==> src/hdl/slps_pkg.sv <==
`default_nettype none
package slps_pkg;
   localparam int LedCount = 4;
   localparam logic [7:0]  PwmResReset    = 8'd20;
   localparam logic [15:0] ErrDispReset   = 16'd3000;
   localparam logic [15:0] BlinkOnReset   = 16'd60;
   localparam logic [15:0] BlinkCycReset  = 16'd200;
   localparam logic [15:0] PauseReset     = 16'd1000;
   localparam logic [2:0]  RegPwmRes  = 3'd0;
   localparam logic [2:0]  RegErrDisp = 3'd1;
   localparam logic [2:0]  RegBlinkOn = 3'd2;
   localparam logic [2:0]  RegBlinkCyc = 3'd3;
   localparam logic [2:0]  RegPause   = 3'd4;
   localparam logic [3:0] MaskBlue   = 4'b0010;
   localparam logic [3:0] MaskRed    = 4'b0100;
   localparam logic [3:0] MaskGreen  = 4'b1000;
   localparam logic [3:0] MaskWhite  = 4'b1110;
   localparam logic [3:0] MaskYellow = 4'b1100;
   localparam logic [3:0] MaskPurple = 4'b0110;
   localparam logic [8:0] Period300 = 9'd300;
   localparam logic [8:0] Period500 = 9'd500;
   // ceil(2^29/75) and ceil(2^29/125): x*256/300 = (x*64)/75, x*256/500 = (x*64)/125,
   // exact for x*64 < 2^22
   localparam logic [22:0] Recip75  = 23'd7158279;
   localparam logic [22:0] Recip125 = 23'd4294968;

   // controller -> datapath
   typedef struct packed {
      logic start_div;   // load divider
      logic pwm_tick;    // emit mask, advance counters
      logic status_upd;  // apply status pattern
   } dp_cmd_type;

   typedef struct packed {
      logic div_done;
   } dp_sts_type;
endpackage
`default_nettype wire

==> src/hdl/slps_ctrl.sv <==
`default_nettype none
module slps_ctrl
   import slps_pkg::*;
(
   input  wire logic       clock,
   input  wire logic       reset,
   input  wire logic       in_valid,
   input  wire logic       in_func,
   output logic            in_ready,
   output logic            out_valid,
   input  wire logic       out_ready,
   output dp_cmd_type      cmd,
   input  dp_sts_type      sts
);
   localparam logic [1:0] StIdle = 2'd0;
   localparam logic [1:0] StDiv  = 2'd1;
   localparam logic [1:0] StOut  = 2'd2;

   logic [1:0] state_ff, state_in;
   logic take;

   assign in_ready  = (state_ff == StIdle);
   assign out_valid = (state_ff == StOut);
   assign take = in_valid && in_ready;

   always_comb begin
      state_in = state_ff;
      cmd = '0;
      unique case (state_ff)
         StIdle: begin
            if (take) begin
               if (in_func) begin
                  cmd.start_div = 1'b1;
                  state_in = StDiv;
               end else begin
                  cmd.pwm_tick = 1'b1;
                  state_in = StOut;
               end
            end
         end
         StDiv: begin
            if (sts.div_done) begin
               cmd.status_upd = 1'b1;
               state_in = StOut;
            end
         end
         StOut: begin
            if (out_ready) state_in = StIdle;
         end
         default: state_in = StIdle;
      endcase
   end

   always_ff @(posedge clock) begin
      if (reset) state_ff <= StIdle;
      else state_ff <= state_in;
   end
endmodule
`default_nettype wire

==> src/hdl/slps_dp.sv <==
`default_nettype none
module slps_dp
   import slps_pkg::*;
#(
   parameter int LED_COUNT = LedCount
)(
   input  wire logic        clock,
   input  wire logic        reset,
   input  dp_cmd_type       cmd,
   output dp_sts_type       sts,
   input  wire logic [7:0]  in_dt_ms,
   input  wire logic [4:0]  in_alarm,
   input  wire logic [2:0]  in_faults,
   input  wire logic [7:0]  in_mag,
   input  wire logic [3:0]  in_mode,
   input  wire logic        in_armed,
   input  wire logic [2:0]  in_periph,
   input  wire logic [7:0]  pwm_res,
   input  wire logic [15:0] err_disp,
   input  wire logic [15:0] blink_on,
   input  wire logic [15:0] blink_cyc,
   input  wire logic [15:0] pause_len,
   output logic [LED_COUNT-1:0] led_on
);
   // captured item
   logic [7:0] dt_ff;
   logic [4:0] alarm_ff;
   logic [2:0] faults_ff, periph_ff;
   logic [7:0] mag_ff;
   logic [3:0] mode_ff;
   logic armed_ff;

   // state
   logic [15:0] bright_ff [LED_COUNT];
   logic [LED_COUNT-1:0] dir_ff;
   logic [7:0]  cnt_ff [LED_COUNT];
   logic [15:0] ptimer_ff, ftimer_ff;
   logic err_ff;
   logic [7:0] bcount_ff;
   logic [1:0] rphase_ff;
   logic [7:0] rstep_ff;
   logic [LED_COUNT-1:0] mask_ff;

   // breath step res*dt*256/period by reciprocal multiply:
   // first registers res*dt, then registers the quotient
   logic [15:0] prod_ff;
   logic        sel500_ff;
   logic [15:0] quo_ff;
   logic        dcnt_ff;
   logic        dbusy_ff;
   logic [44:0] recip_w;

   assign recip_w = {7'd0, prod_ff, 6'd0} * {22'd0, (sel500_ff ? Recip125 : Recip75)};
   assign sts.div_done = dbusy_ff && !dcnt_ff;

   always_ff @(posedge clock) begin
      if (reset) begin
         dbusy_ff <= 1'b0;
         dcnt_ff <= 1'b0;
      end else if (cmd.start_div) begin
         dbusy_ff <= 1'b1;
         dcnt_ff <= 1'b1;
      end else if (dbusy_ff) begin
         if (!dcnt_ff) dbusy_ff <= 1'b0;
         else dcnt_ff <= 1'b0;
      end
   end

   always_ff @(posedge clock) begin
      if (cmd.start_div) begin
         prod_ff <= pwm_res * in_dt_ms;
         sel500_ff <= in_alarm[3] && in_mag == 8'd0;
         dt_ff <= in_dt_ms;
         alarm_ff <= in_alarm;
         faults_ff <= in_faults;
         mag_ff <= in_mag;
         mode_ff <= in_mode;
         armed_ff <= in_armed;
         periph_ff <= in_periph;
      end else if (dbusy_ff && dcnt_ff) begin
         quo_ff <= recip_w[44:29];
      end
   end

   // status-tick next state
   logic [15:0] full_w;
   logic [16:0] step_w;
   logic [15:0] bright_in [LED_COUNT];
   logic [LED_COUNT-1:0] dir_in;
   logic [15:0] ptimer_in, ftimer_in;
   logic err_in;
   logic [7:0] bcount_in, rstep_in;
   logic [1:0] rphase_in;

   assign full_w = {pwm_res, 8'd0};
   assign step_w = {1'b0, quo_ff};

   // helpers
   function automatic logic [16:0] add_t(input logic [15:0] t, input logic [7:0] d);
      return {1'b0, t} + {9'd0, d};
   endfunction

   logic [15:0] pt_add;
   logic [16:0] ft_add;
   logic        cb_on, cb_done, tr_pause, tr_err;
   logic        fl40_on, fl40_wrap, fl60_on, fl60_wrap;
   logic [3:0]  blink_mask, bright_mask;
   logic [1:0]  rs_idx;
   logic [3:0]  pcolor;

   always_comb begin
      pt_add = ptimer_ff + {8'd0, dt_ff};
      ft_add = add_t(ftimer_ff, dt_ff);
      cb_on = ptimer_ff < blink_on;
      cb_done = pt_add > blink_cyc;
      tr_pause = pt_add > pause_len;
      tr_err = pt_add > err_disp;
      fl40_on = ftimer_ff < 16'd40;
      fl40_wrap = ft_add >= 17'd80;
      fl60_on = ftimer_ff < 16'd60;
      fl60_wrap = ft_add >= 17'd120;
      rs_idx = rstep_ff[1:0];
      unique case (rs_idx)
         2'd0: pcolor = MaskBlue;
         2'd1: pcolor = MaskYellow;
         default: pcolor = MaskPurple;
      endcase
   end

   always_comb begin
      logic err_now;
      logic [7:0] nblinks;
      logic do_set, do_breath;
      logic [3:0] smask;
      logic [17:0] up;
      logic cb_go;
      err_now = err_ff | alarm_ff[0];
      err_in = err_now;
      ptimer_in = ptimer_ff;
      ftimer_in = ftimer_ff;
      bcount_in = bcount_ff;
      rphase_in = rphase_ff;
      rstep_in = rstep_ff;
      dir_in = dir_ff;
      for (int i = 0; i < LED_COUNT; i++) bright_in[i] = bright_ff[i];
      do_set = 1'b0;
      do_breath = 1'b0;
      smask = '0;
      bright_mask = '0;
      nblinks = faults_ff[0] ? 8'd2 : (faults_ff[1] ? 8'd3 : 8'd4);
      up = '0;
      cb_go = 1'b0;
      blink_mask = '0;
      if (err_now) begin
         do_set = 1'b1; smask = MaskRed;
         if (tr_err) begin ptimer_in = '0; err_in = 1'b0; end
         else ptimer_in = pt_add;
      end else if (faults_ff != 3'd0) begin
         if (bcount_ff < nblinks) begin
            cb_go = 1'b1; blink_mask = MaskBlue;
            if (cb_done) bcount_in = bcount_ff + 8'd1;
         end else begin
            if (tr_pause) begin ptimer_in = '0; bcount_in = '0; end
            else ptimer_in = pt_add;
         end
      end else if (alarm_ff[1]) begin
         bright_in[3] = full_w; bright_in[2] = '0; bright_in[1] = '0;
      end else if (alarm_ff[2] || mag_ff == 8'd2 || mag_ff == 8'd100) begin
         do_set = 1'b1;
         smask = fl40_on ? ((mag_ff == 8'd100 && !alarm_ff[2]) ? MaskGreen : MaskBlue) : 4'd0;
         ftimer_in = fl40_wrap ? 16'd0 : ft_add[15:0];
      end else if (mag_ff != 8'd0) begin
         do_breath = 1'b1; bright_mask = (mag_ff == 8'd1) ? MaskGreen : MaskBlue;
      end else if (alarm_ff[3]) begin
         do_breath = 1'b1; bright_mask = MaskRed;
      end else if (alarm_ff[4]) begin
         do_set = 1'b1; smask = fl60_on ? MaskRed : 4'd0;
         ftimer_in = fl60_wrap ? 16'd0 : ft_add[15:0];
      end else begin
         if (rphase_ff == 2'd0) begin
            if (rstep_ff <= {4'd0, mode_ff}) begin
               cb_go = 1'b1; blink_mask = armed_ff ? MaskGreen : MaskWhite;
               if (cb_done) rstep_in = rstep_ff + 8'd1;
            end else begin
               rstep_in = '0; rphase_in = 2'd1;
            end
         end else if (rphase_ff == 2'd1) begin
            if (rstep_ff < 8'd3) begin
               if (periph_ff[rs_idx]) begin
                  cb_go = 1'b1; blink_mask = pcolor;
                  if (cb_done) rstep_in = rstep_ff + 8'd1;
               end else rstep_in = rstep_ff + 8'd1;
            end
            if (rstep_in >= 8'd3) begin rphase_in = 2'd2; rstep_in = '0; end
         end else begin
            do_set = 1'b1; smask = '0;
            if (tr_pause) begin ptimer_in = '0; rphase_in = 2'd0; rstep_in = '0; end
            else ptimer_in = pt_add;
         end
      end
      if (cb_go) begin
         do_set = 1'b1; smask = cb_on ? blink_mask : 4'd0;
         ptimer_in = cb_done ? 16'd0 : pt_add;
      end
      if (do_set)
         for (int i = 0; i < LED_COUNT; i++) bright_in[i] = smask[i] ? full_w : 16'd0;
      if (do_breath)
         for (int i = 0; i < LED_COUNT; i++) begin
            if (!bright_mask[i]) bright_in[i] = '0;
            else if (!dir_ff[i]) begin
               up = {2'b0, bright_ff[i]} + {1'b0, step_w};
               if (up > 18'hFFFF) up = 18'hFFFF;
               bright_in[i] = up[15:0];
               if (up > {2'b0, full_w}) dir_in[i] = 1'b1;
            end else if (step_w > {1'b0, bright_ff[i]}) begin
               bright_in[i] = '0; dir_in[i] = 1'b0;
            end else bright_in[i] = bright_ff[i] - step_w[15:0];
         end
   end

   // mask from counters and (new) brightness
   logic [LED_COUNT-1:0] pwm_mask, upd_mask;
   always_comb begin
      for (int i = 0; i < LED_COUNT; i++) begin
         pwm_mask[i] = {cnt_ff[i], 8'd0} < bright_ff[i];
         upd_mask[i] = {cnt_ff[i], 8'd0} < bright_in[i];
      end
   end
   assign led_on = mask_ff;

   always_ff @(posedge clock) begin
      if (reset) begin
         for (int i = 0; i < LED_COUNT; i++) begin
            bright_ff[i] <= (i == 1) ? {PwmResReset, 8'd0} : 16'd0;
            cnt_ff[i] <= '0;
         end
         dir_ff <= '0;
         ptimer_ff <= '0; ftimer_ff <= '0; err_ff <= 1'b0;
         bcount_ff <= '0; rphase_ff <= '0; rstep_ff <= '0;
         mask_ff <= '0;
      end else if (cmd.pwm_tick) begin
         mask_ff <= pwm_mask;
         for (int i = 0; i < LED_COUNT; i++)
            cnt_ff[i] <= ({1'b0, cnt_ff[i]} + 9'd1 >= {1'b0, pwm_res}) ? 8'd0
                         : cnt_ff[i] + 8'd1;
      end else if (cmd.status_upd) begin
         mask_ff <= upd_mask;
         for (int i = 0; i < LED_COUNT; i++) bright_ff[i] <= bright_in[i];
         dir_ff <= dir_in;
         ptimer_ff <= ptimer_in; ftimer_ff <= ftimer_in; err_ff <= err_in;
         bcount_ff <= bcount_in; rphase_ff <= rphase_in; rstep_ff <= rstep_in;
      end
   end
endmodule
`default_nettype wire

==> src/hdl/status_led_pattern_sequencer_core.sv <==
`default_nettype none
// Status LED pattern sequencer for four LEDs (aux, blue, red, green). A pwm
// tick (func 0) returns the on mask from the per-LED counters and advances
// them; the result is offered the cycle after the transfer in. A status tick
// (func 1) registers resolution*dt, then gets the breath step by one
// reciprocal multiply, then applies the highest-priority pattern; the result
// is offered once the product, the quotient and the pattern are registered.
// One item is in flight at a time; the result register holds until taken and
// the input waits meanwhile. Registers at 4*i via the csr_ port:
// pwm_resolution, error_display_ms, blink_on_ms, blink_cycle_ms, pause_ms.
module status_led_pattern_sequencer_core
   import slps_pkg::*;
#(
   parameter int LED_COUNT = LedCount
)(
   input  wire logic        clock,
   input  wire logic        reset,
   input  wire logic        req_tvalid,
   output logic             req_tready,
   // tdata: dt_ms[7:0], alarm_flags[12:8], sensor_faults[15:13],
   // mag_cal_phase[23:16], nav_mode[27:24], armed[28], peripheral_flags[31:29]
   input  wire logic [31:0] req_tdata,
   // tuser: func
   input  wire logic        req_tuser,
   output logic             rsp_tvalid,
   input  wire logic        rsp_tready,
   // tdata: led_on[3:0]
   output logic [7:0]       rsp_tdata,
   input  wire logic        csr_psel,
   input  wire logic        csr_penable,
   input  wire logic        csr_pwrite,
   input  wire logic [4:0]  csr_paddr,
   input  wire logic [31:0] csr_pwdata,
   output logic [31:0]      csr_prdata,
   output logic             csr_pready
);
   logic [7:0]  pwm_res_ff;
   logic [15:0] err_disp_ff, blink_on_ff, blink_cyc_ff, pause_ff;
   logic [2:0]  reg_idx;
   logic        wr;
   dp_cmd_type  cmd;
   dp_sts_type  sts;
   logic [LED_COUNT-1:0] led_on;

   assign csr_pready = 1'b1;
   assign reg_idx = csr_paddr[4:2];
   assign wr = csr_psel && csr_penable && csr_pwrite && csr_pready;

   always_ff @(posedge clock) begin
      if (reset) begin
         pwm_res_ff <= PwmResReset;
         err_disp_ff <= ErrDispReset;
         blink_on_ff <= BlinkOnReset;
         blink_cyc_ff <= BlinkCycReset;
         pause_ff <= PauseReset;
      end else if (wr) begin
         unique case (reg_idx)
            RegPwmRes:   pwm_res_ff <= csr_pwdata[7:0];
            RegErrDisp:  err_disp_ff <= csr_pwdata[15:0];
            RegBlinkOn:  blink_on_ff <= csr_pwdata[15:0];
            RegBlinkCyc: blink_cyc_ff <= csr_pwdata[15:0];
            RegPause:    pause_ff <= csr_pwdata[15:0];
            default: ;
         endcase
      end
   end

   always_comb begin
      unique case (reg_idx)
         RegPwmRes:   csr_prdata = {24'd0, pwm_res_ff};
         RegErrDisp:  csr_prdata = {16'd0, err_disp_ff};
         RegBlinkOn:  csr_prdata = {16'd0, blink_on_ff};
         RegBlinkCyc: csr_prdata = {16'd0, blink_cyc_ff};
         RegPause:    csr_prdata = {16'd0, pause_ff};
         default:     csr_prdata = '0;
      endcase
   end

   slps_ctrl u_ctrl (
      .clock, .reset,
      .in_valid(req_tvalid), .in_func(req_tuser), .in_ready(req_tready),
      .out_valid(rsp_tvalid), .out_ready(rsp_tready),
      .cmd, .sts
   );

   slps_dp #(.LED_COUNT(LED_COUNT)) u_dp (
      .clock, .reset, .cmd, .sts,
      .in_dt_ms(req_tdata[7:0]), .in_alarm(req_tdata[12:8]),
      .in_faults(req_tdata[15:13]), .in_mag(req_tdata[23:16]),
      .in_mode(req_tdata[27:24]), .in_armed(req_tdata[28]),
      .in_periph(req_tdata[31:29]),
      .pwm_res(pwm_res_ff), .err_disp(err_disp_ff), .blink_on(blink_on_ff),
      .blink_cyc(blink_cyc_ff), .pause_len(pause_ff),
      .led_on
   );

   assign rsp_tdata = {{(8-LED_COUNT){1'b0}}, led_on};

`ifndef SYNTH
   a_no_take_busy: assert property (@(posedge clock) disable iff (reset)
      rsp_tvalid |-> !req_tready) else $error("input taken while result pending");
   a_cmd_excl: assert property (@(posedge clock) disable iff (reset)
      !(cmd.pwm_tick && cmd.status_upd)) else $error("pwm and status together");
   a_pwm_out: assert property (@(posedge clock) disable iff (reset)
      cmd.pwm_tick |=> rsp_tvalid) else $error("pwm result missing");
`endif
endmodule
`default_nettype wire
==> config.mk <==
export PLATFORM = sky130hd
export DESIGN_NAME = status_led_pattern_sequencer_core
export DESIGN_NICKNAME = d
export VERILOG_FILES = /design/src/hdl/slps_pkg.sv /design/src/hdl/slps_ctrl.sv /design/src/hdl/slps_dp.sv /design/src/hdl/status_led_pattern_sequencer_core.sv
export SDC_FILE = /design/constraint.sdc
export NUM_CORES = 2
export LEC_CHECK = 0
export BUFFER_PORTS_ARGS = -buffer_cell sky130_fd_sc_hd__buf_2
export CAP_MARGIN = 20
export CORE_MARGIN = 2
export CORE_UTILIZATION = 43
export CTS_CLUSTER_DIAMETER = 150
export DETAILED_ROUTE_END_ITERATION = 8
export GPL_TIMING_DRIVEN = 0
export SYNTH_ARGS = -nofsm -noshare
export SYNTH_HDL_FRONTEND = slang
export SYNTH_HIERARCHICAL = 1
export SYNTH_SLANG_ARGS = --single-unit
==> constraint.sdc <==
create_clock -name clock -period 8.9 [get_ports clock]
set_clock_uncertainty 0.05 [all_clocks]
set_input_delay 0.89 -clock clock [delete_from_list [all_inputs] [get_ports clock]]
set_output_delay 0.89 -clock clock [all_outputs]
set_load 0.05 [all_outputs]
==> flow_metrics.py <==
metrics = {
    "run_status": {
        "outcome": "complete, but fails checks",
        "violations": "design-rule violations",
    },
    "placement": {
        "post_dp_cell_area_sq_um": 36000,
        "place_inst": 4932,
        "portBuffers": 80,
        "post-dp-hpwl_um": 84700,
        "routabilityCongestion": 0.974,
    },
    "layout": {
        "stdcell_count": 5002,
        "multiInputGateArea_sq_um": 24000,
        "antenna_cells": 0,
        "fin_area_sq_um": 37300,
        "fill_cells": 7583,
        "area_growth_pct": 9.37,
        "final_layout_size_suffix_gt1_share_pct": 6.60,
        "layout.nets": 4752,
        "seq_area_sq_um": 7520,
    },
    "detailed_routing": {
        "dr.pass1.iters": 9,
        "totalWireLength_um": 105000,
        "first_iter_violations": 2453,
        "vias": 27948,
        "drc": 1,
        "wl_per_cell_um": 21.0,
        "ant_nets": 0,
        "avgViaCountPerCell": 5.59,
    },
    "floorplanning": {
        "die_area_sq_um": 81700,
        "ios": 120,
        "die_h_um": 286,
        "die_w_um": 286,
        "rows": 103,
        "floorplan.initialDensity_pct": 43.4,
        "core_area_sq_um": 78700,
    },
    "setup_path": {
        "arrival_ns": 8.67,
        "slowest_delay_ns": 0.78,
        "path_buf_inv": 5,
        "worstPathMaxFanout": 10,
        "path_cells": "clkbuf_1 > clkbuf_1 > nand2_1 > fa_1 > fa_1 > fa_1 > inv_1 > fa_1 > inv_1 > fa_1 > fa_1 > inv_1 > ha_1 > nand4_1 > nor3_1 > o2111ai_1 > a311oi_1 > o211ai_1 > o21ai_1 > a211o_1 > a21oi_1 > xnor2_1",
        "crit_path_top_delay_cell": "a311oi_1",
        "cp_top_family": "adder cells",
        "critPathCaptureType": "flop",
        "path_class": "flop to flop",
        "path_common_cell": "fa_1",
        "crit_path_start_kind": "flop",
        "critical_path_required_ns": 9.18,
    },
    "synth": {
        "synth_cells": 3767,
        "syn_area_sq_um": 34100,
        "syn_area_per_cell_sq_um": 9.06,
        "async_reset_ff_share_pct": 0,
        "ys_seq_area_share_pct": 22.0,
        "netlist.area_leader.share_pct": 19.2,
        "synth_largest_area_cell": "ha_1",
        "yosysWarnings": 6,
        "netlist_top_cells_count": "inv_1 (562), ha_1 (524), nor2_1 (258), fa_1 (229), nand2_1 (195)",
        "synthDistinctLibCells": 105,
        "synth_area_leaders": "ha_1 (19%), edfxtp_1 (14%), fa_1 (13%)",
        "synthFlopType": "edfxtp_1",
        "synth_edf_count": 161,
        "ys_ff_latch": 295,
        "yosysMostFrequentCell": "inv_1",
    },
    "grt": {
        "grt_pass1_wl_um": 161000,
        "grt_busiest_layer": "met2",
        "overflow": 0,
        "grt_use_met2_pct": 41.8,
        "grtUsageTotal_pct": 25.6,
        "first_global_vias": 27405,
        "grt_use_met1_pct": 35.4,
        "grt_max_degree": 55,
        "antenna_found_initial": 7,
        "globalRouteMet3Util_pct": 3.41,
    },
    "power": {
        "leakagePower_nw": 17.7,
        "p_per_area_nw_per_um2": 185,
        "vdd_ir_drop_max_v": 0.000325,
    },
    "timing": {
        "worstMarginPinSlew_ns": 1.20,
        "finalCritPeriodShare_pct": 94.2,
        "setup-tns-final_ns": 0,
        "fmax_mhz": 119,
        "min_period_ns": 8.38,
        "slew_headroom_pct": 20.3,
        "finalHoldViolations": 0,
        "rsz0062_at_grt": "false",
        "finalSetupViolCount": 0,
        "hold_ws_ns": 0.377,
        "maxSlewViolCount": 0,
    },
    "clock_tree": {
        "hold_buffers": 0,
        "clk_path_buf_depth": 3,
        "cts_max_level": 2,
        "cts-root-buf": "clkbuf_16",
        "post_cts_buffers": 0,
        "cts_buffers": 38,
        "clkSlewWorstSetupHoldPaths_ns": 0.06,
        "insertion_delay_ns": 0.60,
        "cts_tree": "built",
        "cts_sinks": 295,
        "post_cts_resized": 0,
    },
    "run": {
        "cap_violations": 0,
    },
    "min_path": {
        "min_path_type": "flop to flop",
    },
}
[metal layers]
metal	vias to the layer above	part of all wire (%)
li1	13353	-
met1	13525	45
met2	889	46
met3	173	6.3
met4	8	3.0
met5	-	0.041
[per-stage QoR]
stage | util (%) | power [mW] | worst slack, ns
2_1_floorplan | - | 4.37 | 2.05
3_3_place_gp | 45.7 | 5.29 | 0.522
3_5_place_dp | 45.8 | 5.33 | 0.459
4_1_cts | 47.4 | 6.99 | 0.471
5_1_grt | 47.4 | 7.57 | 0.197
6_report | 47.4 | 6.92 | 0.518
[logic make-up (layout without fill, tap and decap cells)]
logic type	Yosys count	count (layout)	share of synthesized area, %
buffers and inverters	697	850	8.18
AND/OR/NAND/NOR	1026	1026	15.7
adder cells (fa/ha/maj)	753	753	32.6
multiplexers	79	79	2.35
XOR/XNOR	141	141	3.62
AO/OA/AOI/OAI	772	772	15.5
flip-flops	295	295	22.0
other	4	36	0.0440
[final cells by class]
type                            count  area share (%)
Buffer                            135            1.83
Clock buffer                       39            2.56
Clock inverter                     31           0.931
Inverter                          562            5.65
Multi-Input combinational cell   2807            64.2
Sequential cell                   295            20.1
Tap cell                         1050            3.52
Timing Repair Buffer               83            1.22
[power breakdown]
part | internal [mW] | total (mW) | switching (mW) | leakage [nW]
Sequential | 1.59 | 1.66 | 0.0756 | 2.68
Combinational | 1.53 | 3.63 | 2.10 | 14.4
Clock | 0.923 | 1.63 | 0.708 | 0.629
[cells in the final DEF, fill, tap and decap left out, types with 38 or more instances in the layout]
cell type    n
and2_1      70
a21oi_1    146
clkbuf_16   38
dfxtp_1    134
edfxtp_1   161
nand2b_1    90
and3_1      45
o21a_1      66
xor2_1      44
nor2b_1     83
o21ai_0    129
xnor2_1     97
nand2_1    194
clkbuf_1    86
nor2_1     258
mux2i_1     71
nand3_1     62
a21o_1      84
fa_1       229
nor3_1      58
nand4_1     43
buf_2       91
inv_1      561
ha_1       524
[sequential cells by signal, summed over array words and instances (netlist names), 3 cells and up]
signal,flops
u_dp/cnt_ff,32
u_dp/bcount_ff,8
u_dp/ftimer_ff,16
u_dp/mode_ff,4
u_dp/periph_ff,3
pwm_res_ff,8
err_disp_ff,16
u_dp/ptimer_ff,16
u_dp/alarm_ff,5
u_dp/faults_ff,3
blink_cyc_ff,16
u_dp/prod_ff,16
u_dp/rstep_ff,8
pause_ff,16
u_dp/mag_ff,8
blink_on_ff,16
u_dp/dt_ff,8
u_dp/quo_ff,16
u_dp/bright_ff,64
u_dp/led_on,4
u_dp/dir_ff,3
[worst paths after layout]
check | startpoint | to | cells after the start | slack [ns]
worst max register to register | u_dp/sel500_ff | u_dp/quo_ff[14] | 22 | 0.52
worst max-delay path | u_dp/sel500_ff | u_dp/quo_ff[14] | 22 | 0.52
worst min-delay path | u_dp/bcount_ff[6] | u_dp/bcount_ff[6] | 2 | 0.38
worst min register to register | u_dp/bcount_ff[6] | u_dp/bcount_ff[6] | 2 | 0.38
[worst reg2reg max path: stages (launching register included)]
cell and delay (ns):
edfxtp_1 0.54, clkbuf_1 0.41, clkbuf_1 0.46, nand2_1 0.25
fa_1 0.57, fa_1 0.45, fa_1 0.55, inv_1 0.05
fa_1 0.52, inv_1 0.06, fa_1 0.53, fa_1 0.56
inv_1 0.05, ha_1 0.29, nand4_1 0.18, nor3_1 0.39
o2111ai_1 0.26, a311oi_1 0.78, o211ai_1 0.34, o21ai_1 0.43
a211o_1 0.23, a21oi_1 0.08, xnor2_1 0.13
Note: power is estimated with default switching activity, not from simulation.
